--- src/sv/twm_pkg.sv ---
// Shared types, constants and helper functions of the windowed throughput meter.
`timescale 1ns / 1ps
`default_nettype none
package twm_pkg;
  localparam int TIME_W = 63;
  localparam int CNT_W  = 32;
  localparam int RATE_W = 48;
  localparam int CFG_W  = 32;
  localparam int ADDR_W = 3;
  localparam int MUL_AW = 33;
  localparam int MUL_BW = 30;
  localparam int MUL_PW = 63;

  localparam logic [MUL_BW-1:0] NS_PER_MS = 30'd1000000;
  localparam logic [MUL_BW-1:0] NS_PER_S  = 30'd1000000000;
  localparam int unsigned MIN_KEPT = 2;

  localparam logic [RATE_W-1:0] RATE_MAX = {RATE_W{1'b1}};
  localparam logic [CFG_W-1:0] RST_PRINT_INTERVAL = 32'd1000;
  localparam logic [CFG_W-1:0] RST_WINDOW         = 32'd10000;

  // Register index taken from the word address bit.
  localparam logic REG_PRINT_INTERVAL = 1'b0;
  localparam logic REG_WINDOW         = 1'b1;

  typedef logic [TIME_W-1:0] time_t;

  function automatic time_t span_of(input time_t older, input time_t newer);
    span_of = (newer >= older) ? (newer - older) : '0;
  endfunction
endpackage
`default_nettype wire

--- src/sv/twm_rate_div.sv ---
// Bit-serial restoring divider that turns a scaled sum and a span into a saturated rate.
`timescale 1ns / 1ps
`default_nettype none
module twm_rate_div
  import twm_pkg::*;
#(
  parameter int NUMW = 68
) (
  input  wire logic              clk,
  input  wire logic              rst_n,
  input  wire logic              start,
  input  wire logic [NUMW-1:0]   num,
  input  wire time_t             den,
  output logic                   done,
  output logic [RATE_W-1:0]      rate
);
  localparam int CW = $clog2(NUMW + 1);

  logic              busy_r, busy_nxt;
  logic              done_r, done_nxt;
  logic [CW-1:0]     cnt_r, cnt_nxt;
  logic [TIME_W-1:0] rem_r, rem_nxt;
  logic [NUMW-1:0]   nsh_r, nsh_nxt;
  logic [NUMW-1:0]   q_r, q_nxt;
  time_t             den_r, den_nxt;
  logic [RATE_W-1:0] rate_r, rate_nxt;
  logic [TIME_W:0]   rem2;
  logic              ge;

  assign rem2 = {rem_r, nsh_r[NUMW-1]};
  assign ge   = rem2 >= {1'b0, den_r};

  always_comb begin
    busy_nxt = busy_r;
    done_nxt = 1'b0;
    cnt_nxt  = cnt_r;
    rem_nxt  = rem_r;
    nsh_nxt  = nsh_r;
    q_nxt    = q_r;
    den_nxt  = den_r;
    rate_nxt = rate_r;
    if (start) begin
      den_nxt = den;
      nsh_nxt = num;
      rem_nxt = '0;
      q_nxt   = '0;
      cnt_nxt = CW'(NUMW);
      if (den == '0) begin
        rate_nxt = '0;
        done_nxt = 1'b1;
      end else begin
        busy_nxt = 1'b1;
      end
    end else if (busy_r) begin
      rem_nxt = ge ? TIME_W'(rem2 - {1'b0, den_r}) : rem2[TIME_W-1:0];
      q_nxt   = {q_r[NUMW-2:0], ge};
      nsh_nxt = {nsh_r[NUMW-2:0], 1'b0};
      cnt_nxt = cnt_r - 1'b1;
      if (cnt_r == CW'(1)) begin
        busy_nxt = 1'b0;
        done_nxt = 1'b1;
        rate_nxt = (|q_nxt[NUMW-1:RATE_W]) ? RATE_MAX : q_nxt[RATE_W-1:0];
      end
    end
  end

  always_ff @(posedge clk) begin
    if (!rst_n) begin
      busy_r <= 1'b0;
      done_r <= 1'b0;
      cnt_r  <= '0;
    end else begin
      busy_r <= busy_nxt;
      done_r <= done_nxt;
      cnt_r  <= cnt_nxt;
    end
    rem_r  <= rem_nxt;
    nsh_r  <= nsh_nxt;
    q_r    <= q_nxt;
    den_r  <= den_nxt;
    rate_r <= rate_nxt;
  end

  assign done = done_r;
  assign rate = rate_r;
endmodule
`default_nettype wire

--- config.mk ---
export PLATFORM = sky130hd
export DESIGN_NAME = twm_rate_div
export DESIGN_NICKNAME = d
export VERILOG_FILES = /design/src/sv/twm_pkg.sv /design/src/sv/twm_rate_div.sv
export SDC_FILE = /design/constraint.sdc
export NUM_CORES = 1
export LEC_CHECK = 0
export BUFFER_PORTS_ARGS = -buffer_cell sky130_fd_sc_hd__buf_2
export CAP_MARGIN = 40
export CELL_PAD_IN_SITES_DETAIL_PLACEMENT = 1
export CELL_PAD_IN_SITES_GLOBAL_PLACEMENT = 1
export CORE_ASPECT_RATIO = 1.4
export CORE_MARGIN = 3
export CORE_UTILIZATION = 46
export DETAILED_ROUTE_END_ITERATION = 12
export PLACE_DENSITY = 0.82
export SLEW_MARGIN = 10
export SYNTH_ARGS = -nofsm -noshare
export SYNTH_HDL_FRONTEND = slang
export SYNTH_SLANG_ARGS = --single-unit
--- constraint.sdc ---
create_clock -name clk -period 6.5 [get_ports clk]
set_clock_uncertainty 0.2 [all_clocks]
set_input_delay 0.325 -clock clk [delete_from_list [all_inputs] [get_ports clk]]
set_output_delay 0.325 -clock clk [all_outputs]
set_load 0.05 [all_outputs]
==> Yosys cells after proc, flatten, opt, wreduce, memory -nomap -nowiden <==
Index checks and enable logic that the tools add are counted.
{ "classes": {"reduce_logical": 6, "addsub": 2, "n_mux": 18, "n_lt_le_gt_ge": 1, "n_bitwise": 1, "n_eq_ne": 3} }
{ "op_table": {"columns": ["cell", "n"], "rows": [
  ["48-bit two-way mux", 5],
  ["68-bit two-way mux", 2],
  ["64-bit by 63-bit greater-or-equal comparator with 1-bit output", 1],
  ["63-bit logical NOT", 1],
  ["63-bit two-way mux", 1],
  ["63-bit subtractor", 1],
  ["20-bit OR reduction", 1],
  ["7-bit two-way mux", 2],
  ["1-bit two-way mux", 8],
  ["7-bit by 1-bit == test with 1-bit output, second input constant", 1],
  ["7-bit by 1-bit subtractor with 7-bit output, second input constant", 1],
  ["2-bit nonzero test", 2],
  ["3-bit AND reduction", 1],
  ["2-bit by 1-bit inequality test with 1-bit output, second input constant", 1],
  ["2-bit inequality test, second input constant", 1],
  ["2-bit OR reduction", 1],
  ["1-bit inverter", 1]
]} }
{ "totals": {"output_inout_bits": 49, "register_bits": 318, "wordCells": 40, "in_bits": 134} }

==> Logic depth before layout (Yosys ltp) <==
Gate-level depths: netlist (run 1).
{ "logic_depth": {"word_depth": 5, "mapped_depth": 15, "mapped_depth_nobuf": 13} }

==> Least setup slack after synthesis (run 1) <==
Ideal clock, no wire load.
{ "synth_timing": {"path_kind": "register -> register", "startpoint": "reg cnt_r[2]", "endpoint": "reg rate_r[0], in the netlist rate[0], enable pin", "path_slack_ps": 1568, "period_less_slack_ps": 4932, "t_arrival_ps": 4211, "path_buffers": 0, "path_stages_with_launch": 4, "setup_ps": 521, "required_ps": 5779, "path_cell_list": "dfxtp_1 -> nor4_1 -> nand3b_1 -> o21ai_0"} }
{ "synth_between": {"elab_chain_len": 3} }
{ "synth_rtl": {"columns": ["element", "line_no", "rtl"], "rows": [
  ["start: declaration", "twm_rate_div.sv:21", "logic [CW-1:0] cnt_r, cnt_nxt;"],
  ["start signal: assignment", "twm_rate_div.sv:75", "cnt_r <= cnt_nxt;"],
  ["7-bit by 1-bit == test with 1-bit output", "twm_rate_div.sv:59", "if (cnt_r == CW'(1)) begin"],
  ["2-bit nonzero test (no line)", null, null],
  ["3-bit AND reduction (no line)", null, null],
  ["end signal: assignment", "twm_rate_div.sv:81", "rate_r <= rate_nxt;"],
  ["end: declaration", "twm_rate_div.sv:26", "logic [RATE_W-1:0] rate_r, rate_nxt;"]
]} }
Every way passes these cells.
A chain may end at the register's enable or synchronous reset.

==> Worst setup path after layout (run 1) <==
{ "layout_timing": {"startpoint": "reg den_r[17]", "endpoint": "reg rem_r[44]"} }
{ "layout_between": {"elab_chain_len": 2, "elab_cells_between_ends": 3, "classes_between": "add/sub: 1; order compare: 1; mux: 1"} }
{ "layout_rtl": {"columns": ["element", "line_no", "rtl"], "rows": [
  ["start: declaration", "twm_rate_div.sv:25", "time_t den_r, den_nxt;"],
  ["start signal: assignment", "twm_rate_div.sv:80", "den_r <= den_nxt;"],
  ["63-bit subtractor / 64-bit by 63-bit greater-or-equal comparator with 1-bit output (equally long branches)", "twm_rate_div.sv:55, twm_rate_div.sv:31", null],
  ["63-bit two-way mux (*)", "twm_rate_div.sv:55", "rem_nxt = ge ? TIME_W'(rem2 - {1'b0, den_r}) : rem2[TIME_W-1:0];"],
  ["end signal: assignment", "twm_rate_div.sv:77", "rem_r <= rem_nxt;"],
  ["end: declaration", "twm_rate_div.sv:22", "logic [TIME_W-1:0] rem_r, rem_nxt;"]
]} }
Every way passes the cells marked *; elsewhere a longest branch is shown, timed or not.

==> flow_summary.toml, run 1 <==
[run_status]
status = "complete, no violations"

[detailed_routing]
finalWirelength_um = 49500
vias = 13500
wl_per_cell_um = 20.6
drt_iter0_markers = 850
ant_nets = 0
drc = 0
vias_per_cell = 5.64
dr.pass1.iters = 5

[cells_and_area]
fill_cells = 3866
finish.instance_area_um2 = 20200
area_growth_syn_to_layout_pct = 23.0
drive_above_1_share = 0.173
seq_area_um2 = 8160
fin_nets = 2114
multi_input_area_um2 = 7570

[worst_setup_path]
startpoint_type = "flop"
worstPathBufferInverterCount = 2
required_ns = 6.73
cp_max_fo = 69
end_kind = "flop"
cp_top_family = "compound AO/OA/AOI/OAI gates"
r2r_start = "den_r[17]"
critPathKind = "reg -> reg"
worstPathArrival_ns = 4.24
r2r_cells = 11
r2r_setup_slack_ns = 2.48
slowest_stage = "buf_4"
critPathMaxStageDelay_ns = 0.60
r2r-end = "rem_r[44]"
cp_cell_sequence = "inv_1, ha_1, a21oi_1, o21ai_0, a21o_1, a221oi_1, o2111ai_1, o22ai_4, buf_4, mux2i_1, a211oi_1"

[logic_synthesis]
synth.area.top_cells = "edfxtp_1 33%, dfxtp_1 17%, nor2_1 6.3%, ha_1 5.0%, mux2i_1 4.9%"
synth_top_family_by_area = "simple AND/OR/NAND/NOR gates"
synth-main-ff-cell = "edfxtp_1"
synth_compound_area_frac = 0.139
synthMuxAreaShare = 0.0954
yosysSeqAreaShare = 0.497
yosys_warnings = 0
yosys.area_share.simple = 0.146
yosys.cell_types.count = 73
synthAdderAreaFrac = 0.0508
synthArstFlopShare = 0
yosys.area.top_type = "edfxtp_1"
syn-instance-count = 1648
synth_nets = 1848
synth_seq_cells = 318
synth.top_cell.area_share = 0.328
avgSynthCellArea_um2 = 9.95
synth_edf_count = 179
synth_xor_area_frac = 0.0294
syn_area_um2 = 16400

[global_routing]
grt_usage = 0.259
grt_pass1_wl_um = 78000
grt_max_degree = 168
grt_pass1_vias = 14800
antenna_found_initial = 4
overflow = 0

[power_and_ir_drop]
pwr-share-seq = 0.431
vdd_drop_max_mv = 0.231
power.density_nw_per_um2 = 268
leakage_nw = 8.07
p_sw_w = 0.00154
internal_power_w = 0.00386
netSwitchingFraction = 0.285
comb_power_share = 0.191
clockPowerShare = 0.378

[timing]
min_period_over_period = 0.618
timing.fmax_ghz = 0.249
slew_violations = 0
fin_tns_setup_ns = 0
grt_setup_unrepaired = "no"
layout_min_cycle_time_ns = 4.02
hold_violations = 0
relSlewSlack = 0.350
tightest_slew_ns = 0.975
setup_viol = 0

[floorplan]
num_rows = 81
fp.coreArea_um2 = 35100
die_x_um = 166
die_y_um = 229
initial_core_util = 0.468
dieArea_um2 = 38000
io_pins = 183

[hold_path]
hp-class = "in -> reg"
hold_depth = 2
min-delay-start = "start"
hold_end = "rem_r[1]"

[clock_tree]
cts_buffer_depth = 3
cts_root_buf = "clkbuf_16"
numCtsBuffers = 34
cts.sinks = 318
cts_setup_buffers = 0
clk_latency_ns = 0.55
clk_pin_slew_worst_paths_ns = 0.07
htree_levels = 2
cts_tree = "yes"

[placement]
portBuffers = 182
place_area_um2 = 17700
place_congestion = 0.901
dp_hpwl_um = 31100

[job]
drv_cap = 0
[power by group through the flow]
stage / combinational, W / sequential, W / clock [W]
after floorplan: 0.000685 / 0.00233 / 0
after global placement: 0.000891 / 0.00235 / 0
after detailed placement: 0.000929 / 0.00236 / 0
after CTS: 0.00100 / 0.00232 / 0.00204
after global routing: 0.00113 / 0.00234 / 0.00215
final: 0.00103 / 0.00233 / 0.00204
[worst max path at each step]
stage	startpoint	endpoint	slack, ns	cells after the start
finish	den_r[17]	rem_r[44]	2.48	11
global route	den_r[33]	rem_r[47]	2.11	11
CTS	rem_r[30]	rem_r[29]	2.55	10
detailed placement	den_r[31]	rem_r[30]	2.57	11
global placement	den_r[31]	rem_r[42]	2.67	12
floorplan	cnt_r[2]	rate[0]	1.57	3
[metrics by stage]
| stage | util | setup WS, ns | total power, W | hold WS (ns) | instances |
|---|---|---|---|---|---|
| final | 0.575 | 2.48 | 0.00540 | 0.141 | 2399 |
| after global routing | 0.575 | 2.11 | 0.00562 | 0.200 | 2399 |
| after CTS | 0.574 | 2.55 | 0.00536 | 0.175 | 2394 |
| after detailed placement | 0.504 | 2.57 | 0.00329 | 0.296 | 2201 |
| after global placement | 0.502 | 2.67 | 0.00324 | 0.274 | 2197 |
| after floorplan | - | 1.57 | 0.00302 | 0.224 | 1648 |
[per-layer routing]
metal  routed length (um)  track usage  vias to the layer above
met2                27300        0.499                      318
met3                 1550       0.0333                      145
met4                 2830        0.130                        0
li1                     -            -                     6432
met5                    0            0                        -
met1                17900        0.265                     6630
[sequential cells by signal (all words and copies together) (netlist names)]
name / flops
nsh_r: 68
q_r: 67
rem_r: 63
busy_r: 1
rate: 48
cnt_r: 7
done: 1
den_r: 63
[layout by cell type, fill, tap and decap left out, drive strengths merged, types with 27 or more instances in the layout]
cell,instances
mux2,67
buf,194
clkbuf,50
nor2,276
mux2i,81
a211oi,30
a21oi,100
nand4,27
xnor2,33
ha,65
o21ai,82
dfxtp,139
nand2,102
dlygate4sd3,132
inv,85
o211ai,28
edfxtp,179
[cell usage after synthesis, types with 22 or more instances]
| library cell | count |
|---|---|
| nor2_1 | 276 |
| edfxtp_1 | 179 |
| dfxtp_1 | 139 |
| nand2_1 | 101 |
| a21oi_1 | 100 |
| inv_1 | 81 |
| mux2i_1 | 81 |
| clkbuf_1 | 71 |
| o21ai_0 | 70 |
| mux2_2 | 67 |
| ha_1 | 65 |
| xnor2_1 | 33 |
| a211oi_1 | 28 |
| nand4_1 | 27 |
| o211ai_1 | 27 |
| nor4_1 | 25 |
| a21o_1 | 22 |
| nor3_1 | 22 |
| xor2_1 | 22 |
[cell families (layout without fill, tap and decap cells)]
group / count (synthesis) / count (layout)
muxes: 148 / 148
other: 0 / 4
adders and majority gates: 66 / 66
DFF: 318 / 318
xor gates and xnor gates: 55 / 55
AOI/OAI and AO/OA: 349 / 349
and+or+nand+nor: 534 / 534
buffers and inverters: 178 / 469
[worst register-to-register path: stages (launching register included)]
cell and delay, ns:
edfxtp_1 0.39, inv_1 0.08, ha_1 0.28, a21oi_1 0.43, o21ai_0 0.15, a21o_1 0.20, a221oi_1 0.51, o2111ai_1 0.33
o22ai_4 0.19, buf_4 0.60, mux2i_1 0.23, a211oi_1 0.31
[timing repair]
item	CTS	global route
hold buffers	132	0
hold endpoints to repair	138	0
resized for setup	0	0
[area by class of cell]
type,count,share of cell area
diodes,4,0.000496
clock buffers,50,0.0493
clock inverters,11,0.00701
inverters,81,0.0151
multi-input cells,1152,0.376
flip-flops and latches,318,0.405
well taps,456,0.0283
repair buffers,327,0.120
Note: power is estimated with default switching activity, not from simulation.
==> inputs of run 2 (changes only) <==
--- a/config.mk
+++ b/config.mk
@@ -5,15 +5,16 @@
 export SDC_FILE = /design/constraint.sdc
 export NUM_CORES = 1
 export LEC_CHECK = 0
+export ABC_AREA = 1
 export BUFFER_PORTS_ARGS = -buffer_cell sky130_fd_sc_hd__buf_2
 export CAP_MARGIN = 40
 export CELL_PAD_IN_SITES_DETAIL_PLACEMENT = 1
 export CELL_PAD_IN_SITES_GLOBAL_PLACEMENT = 1
 export CORE_ASPECT_RATIO = 1.4
 export CORE_MARGIN = 3
-export CORE_UTILIZATION = 46
+export CORE_UTILIZATION = 44
 export DETAILED_ROUTE_END_ITERATION = 12
-export PLACE_DENSITY = 0.82
+export PLACE_DENSITY = 0.83
 export SLEW_MARGIN = 10
 export SYNTH_ARGS = -nofsm -noshare
 export SYNTH_HDL_FRONTEND = slang
==> constraint.sdc (replaced) <==
create_clock -name clk -period 4.1 [get_ports clk]
set_clock_uncertainty 0.2 [all_clocks]
set_input_delay 0.205 -clock clk [delete_from_list [all_inputs] [get_ports clk]]
set_output_delay 0.205 -clock clk [all_outputs]
set_load 0.05 [all_outputs]
==> run 2 against run 1 <==
Effect of this change:
- total power is 44% higher
- critical path depth is 7 higher
- global-route usage is 8.0 points higher
- clock power is 66% higher
- combinational power is 20% lower
- worst hold slack better by 0.046 ns
- wire length is 62% higher
- synthesized cell count is 56% higher
- highest routed layer is now met5
- setup slack worse by 2.0 ns
- clock-buffer cell count is 6 lower
- non-clock buffer count is 7 higher
==> flow_summary.toml, run 2 <==
[run_status]
status = "complete, no violations"

[timing]
grt_setup_unrepaired = "no"
relSlewSlack = 0.441
fin_tns_setup_ns = 0
layout_min_cycle_time_ns = 3.66
min_period_over_period = 0.892
tightest_slew_ns = 0.836
setup_viol = 0
worst_hold_slack_ns = 0.186
hold_violations = 0
slew_violations = 0
timing.fmax_ghz = 0.274

[worst_setup_path]
cp_num_cells = 18
end_kind = "flop"
cp_common_cell = "nand2_1"
r2r-end = "rem_r[42]"
required_ns = 4.34
startpoint_type = "flop"
r2r_cells = 18
cp_max_fo = 50
worstPathArrival_ns = 3.89
cp_top_family = "simple AND/OR/NAND/NOR gates"
slowest_stage = "buf_4"
r2r_setup_slack_ns = 0.44
cp_cell_sequence = "inv_1, ha_1, fa_1, inv_1, nand2_1, nand2_1, nand3_1, nand2_1, nand2_1, nand2_1, nand2_1, nand3_2, nand2_4, buf_4, nand4_1, nand2_1, inv_1, a21oi_1"
critPathMaxStageDelay_ns = 0.57
r2r_start = "nsh_r[67]"
worstPathBufferInverterCount = 4
critPathKind = "reg -> reg"

[global_routing]
grt_max_degree = 135
grt_pass1_vias = 20200
grt_usage = 0.339
overflow = 0
grt_pass1_wl_um = 115000
antenna_found_initial = 1

[logic_synthesis]
synth_nets = 2767
synth-main-ff-cell = "edfxtp_1"
synth.most_common_cell = "nand2_1"
yosysSeqAreaShare = 0.445
synth.top_cell.area_share = 0.293
yosys_warnings = 0
synth_commonest_cells = "925 x nand2_1, 515 x inv_1, 179 x edfxtp_1"
yosys.area.top_type = "edfxtp_1"
synthArstFlopShare = 0
yosys.cell_types.count = 43
synth_edf_count = 179
synth.area.top_cells = "edfxtp_1 29%, nand2_1 19%, dfxtp_1 15%, inv_1 11%, ha_1 4.4%"
syn-instance-count = 2567
syn_area_um2 = 18300
synth_seq_cells = 318
avgSynthCellArea_um2 = 7.14

[job]
drv_cap = 0

[cells_and_area]
largest_registers = "nsh_r: 68 flops, q_r: 67 flops"
area_growth_syn_to_layout_pct = 21.7
fill_cells = 5139
fin_nets = 3057
final_cell_mix = "924 x nand2_1, 514 x inv_1, 181 x buf_2"
drive_above_1_share = 0.0957
largest_reg_flops = 68
max_flop_register = "nsh_r"
final_common_cell = "nand2_1"

[detailed_routing]
wl_per_cell_um = 23.4
vias_per_cell = 5.57
drt_iter0_markers = 1627
dr.pass1.iters = 7
finalWirelength_um = 80000
vias = 19100
ant_nets = 0
drc = 0

[floorplan]
die_y_um = 247
fp.coreArea_um2 = 40700
io_pins = 183
initial_core_util = 0.450
num_rows = 87
die_x_um = 178
dieArea_um2 = 44200

[power_and_ir_drop]
netSwitchingFraction = 0.279
comb_power_share = 0.106
p_sw_w = 0.00217
clockPowerShare = 0.434
leakage_nw = 11.2
pwr-share-seq = 0.460
internal_power_w = 0.00562
vdd_drop_max_mv = 0.484
power.density_nw_per_um2 = 349

[clock_tree]
cts.sinks = 318
htree_levels = 2
cts_buffer_depth = 3
cts_setup_buffers = 0
ctsResizeCount = 0
clk_latency_ns = 0.56
cts_tree = "yes"
cts_root_buf = "clkbuf_16"
cts_hold_buf = 133
numCtsBuffers = 34
clk_pin_slew_worst_paths_ns = 0.07

[hold_path]
min-delay-start = "den[17]"
hp-class = "in -> reg"
hold_depth = 2
hold_end = "den_r[17]"

[placement]
dp_hpwl_um = 47300
place_congestion = 1.01
portBuffers = 182
## run 2: final cells by class
| class | instances | area, um2 | area share |
|---|---|---|---|
| Clock inverter | 18 | 234 | 0.0105 |
| Multi-Input combinational cell | 1649 | 7870 | 0.353 |
| Timing Repair Buffer | 334 | 2470 | 0.111 |
| Inverter | 520 | 1950 | 0.0877 |
| Sequential cell | 318 | 8160 | 0.366 |
| Clock buffer | 44 | 918 | 0.0412 |
| Antenna cell | 6 | 15.0 | 0.000673 |
| Tap cell | 534 | 668 | 0.0300 |
## run 2: per-stage QoR
step            util  instances  setup slack, ns  instance area, um2  power (W)
2_1_floorplan      -       2567            0.684               18300    0.00401
3_3_place_gp   0.485       3219            0.894               19700    0.00424
3_5_place_dp   0.486       3222            0.812               19800    0.00428
4_1_cts        0.547       3417            0.793               22300    0.00759
5_1_grt        0.548       3421            0.290               22300    0.00798
6_report       0.548       3423            0.444               22300    0.00779
## run 2: cells by family (layout without fill, tap and decap cells)
kind of cell	after synthesis	in the layout	synth area share
XOR/XNOR	31	31	0.0148
other	0	6	0
AND/OR/NAND/NOR	1336	1336	0.303
buffers and inverters	600	916	0.125
flip-flops	318	318	0.445
adder cells (fa/ha/maj)	66	66	0.0455
AO/OA/AOI/OAI	216	216	0.0660
## run 2: worst max-delay path by stage
| stage | start | endpoint | slack [ns] |
|---|---|---|---|
| final | nsh_r[67] | rem_r[42] | 0.44 |
| after global routing | nsh_r[67] | rem_r[42] | 0.29 |
| after CTS | nsh_r[67] | rem_r[8] | 0.79 |
| after detailed placement | nsh_r[67] | rem_r[17] | 0.81 |
| after global placement | nsh_r[67] | rem_r[31] | 0.89 |
| after floorplan | start | nsh_r[0] | 0.68 |
## run 2: power groups by stage
| stage | clock network [W] | registers (W) | logic, W |
|---|---|---|---|
| 2_1_floorplan | 0 | 0.00361 | 0.000397 |
| 3_3_place_gp | 0 | 0.00362 | 0.000619 |
| 3_5_place_dp | 0 | 0.00363 | 0.000648 |
| 4_1_cts | 0.00327 | 0.00356 | 0.000757 |
| 5_1_grt | 0.00350 | 0.00359 | 0.000887 |
| 6_report | 0.00338 | 0.00358 | 0.000824 |
## run 2: metal layers
layer	vias to the layer above	GRT usage	share of wire	wire length (um)
met4	2	0.169	0.067	5380
met2	894	0.617	0.50	40000
met1	9206	0.382	0.37	29700
li1	8652	-	-	-
met3	307	0.0488	0.061	4900
met5	-	0	0.00016	13
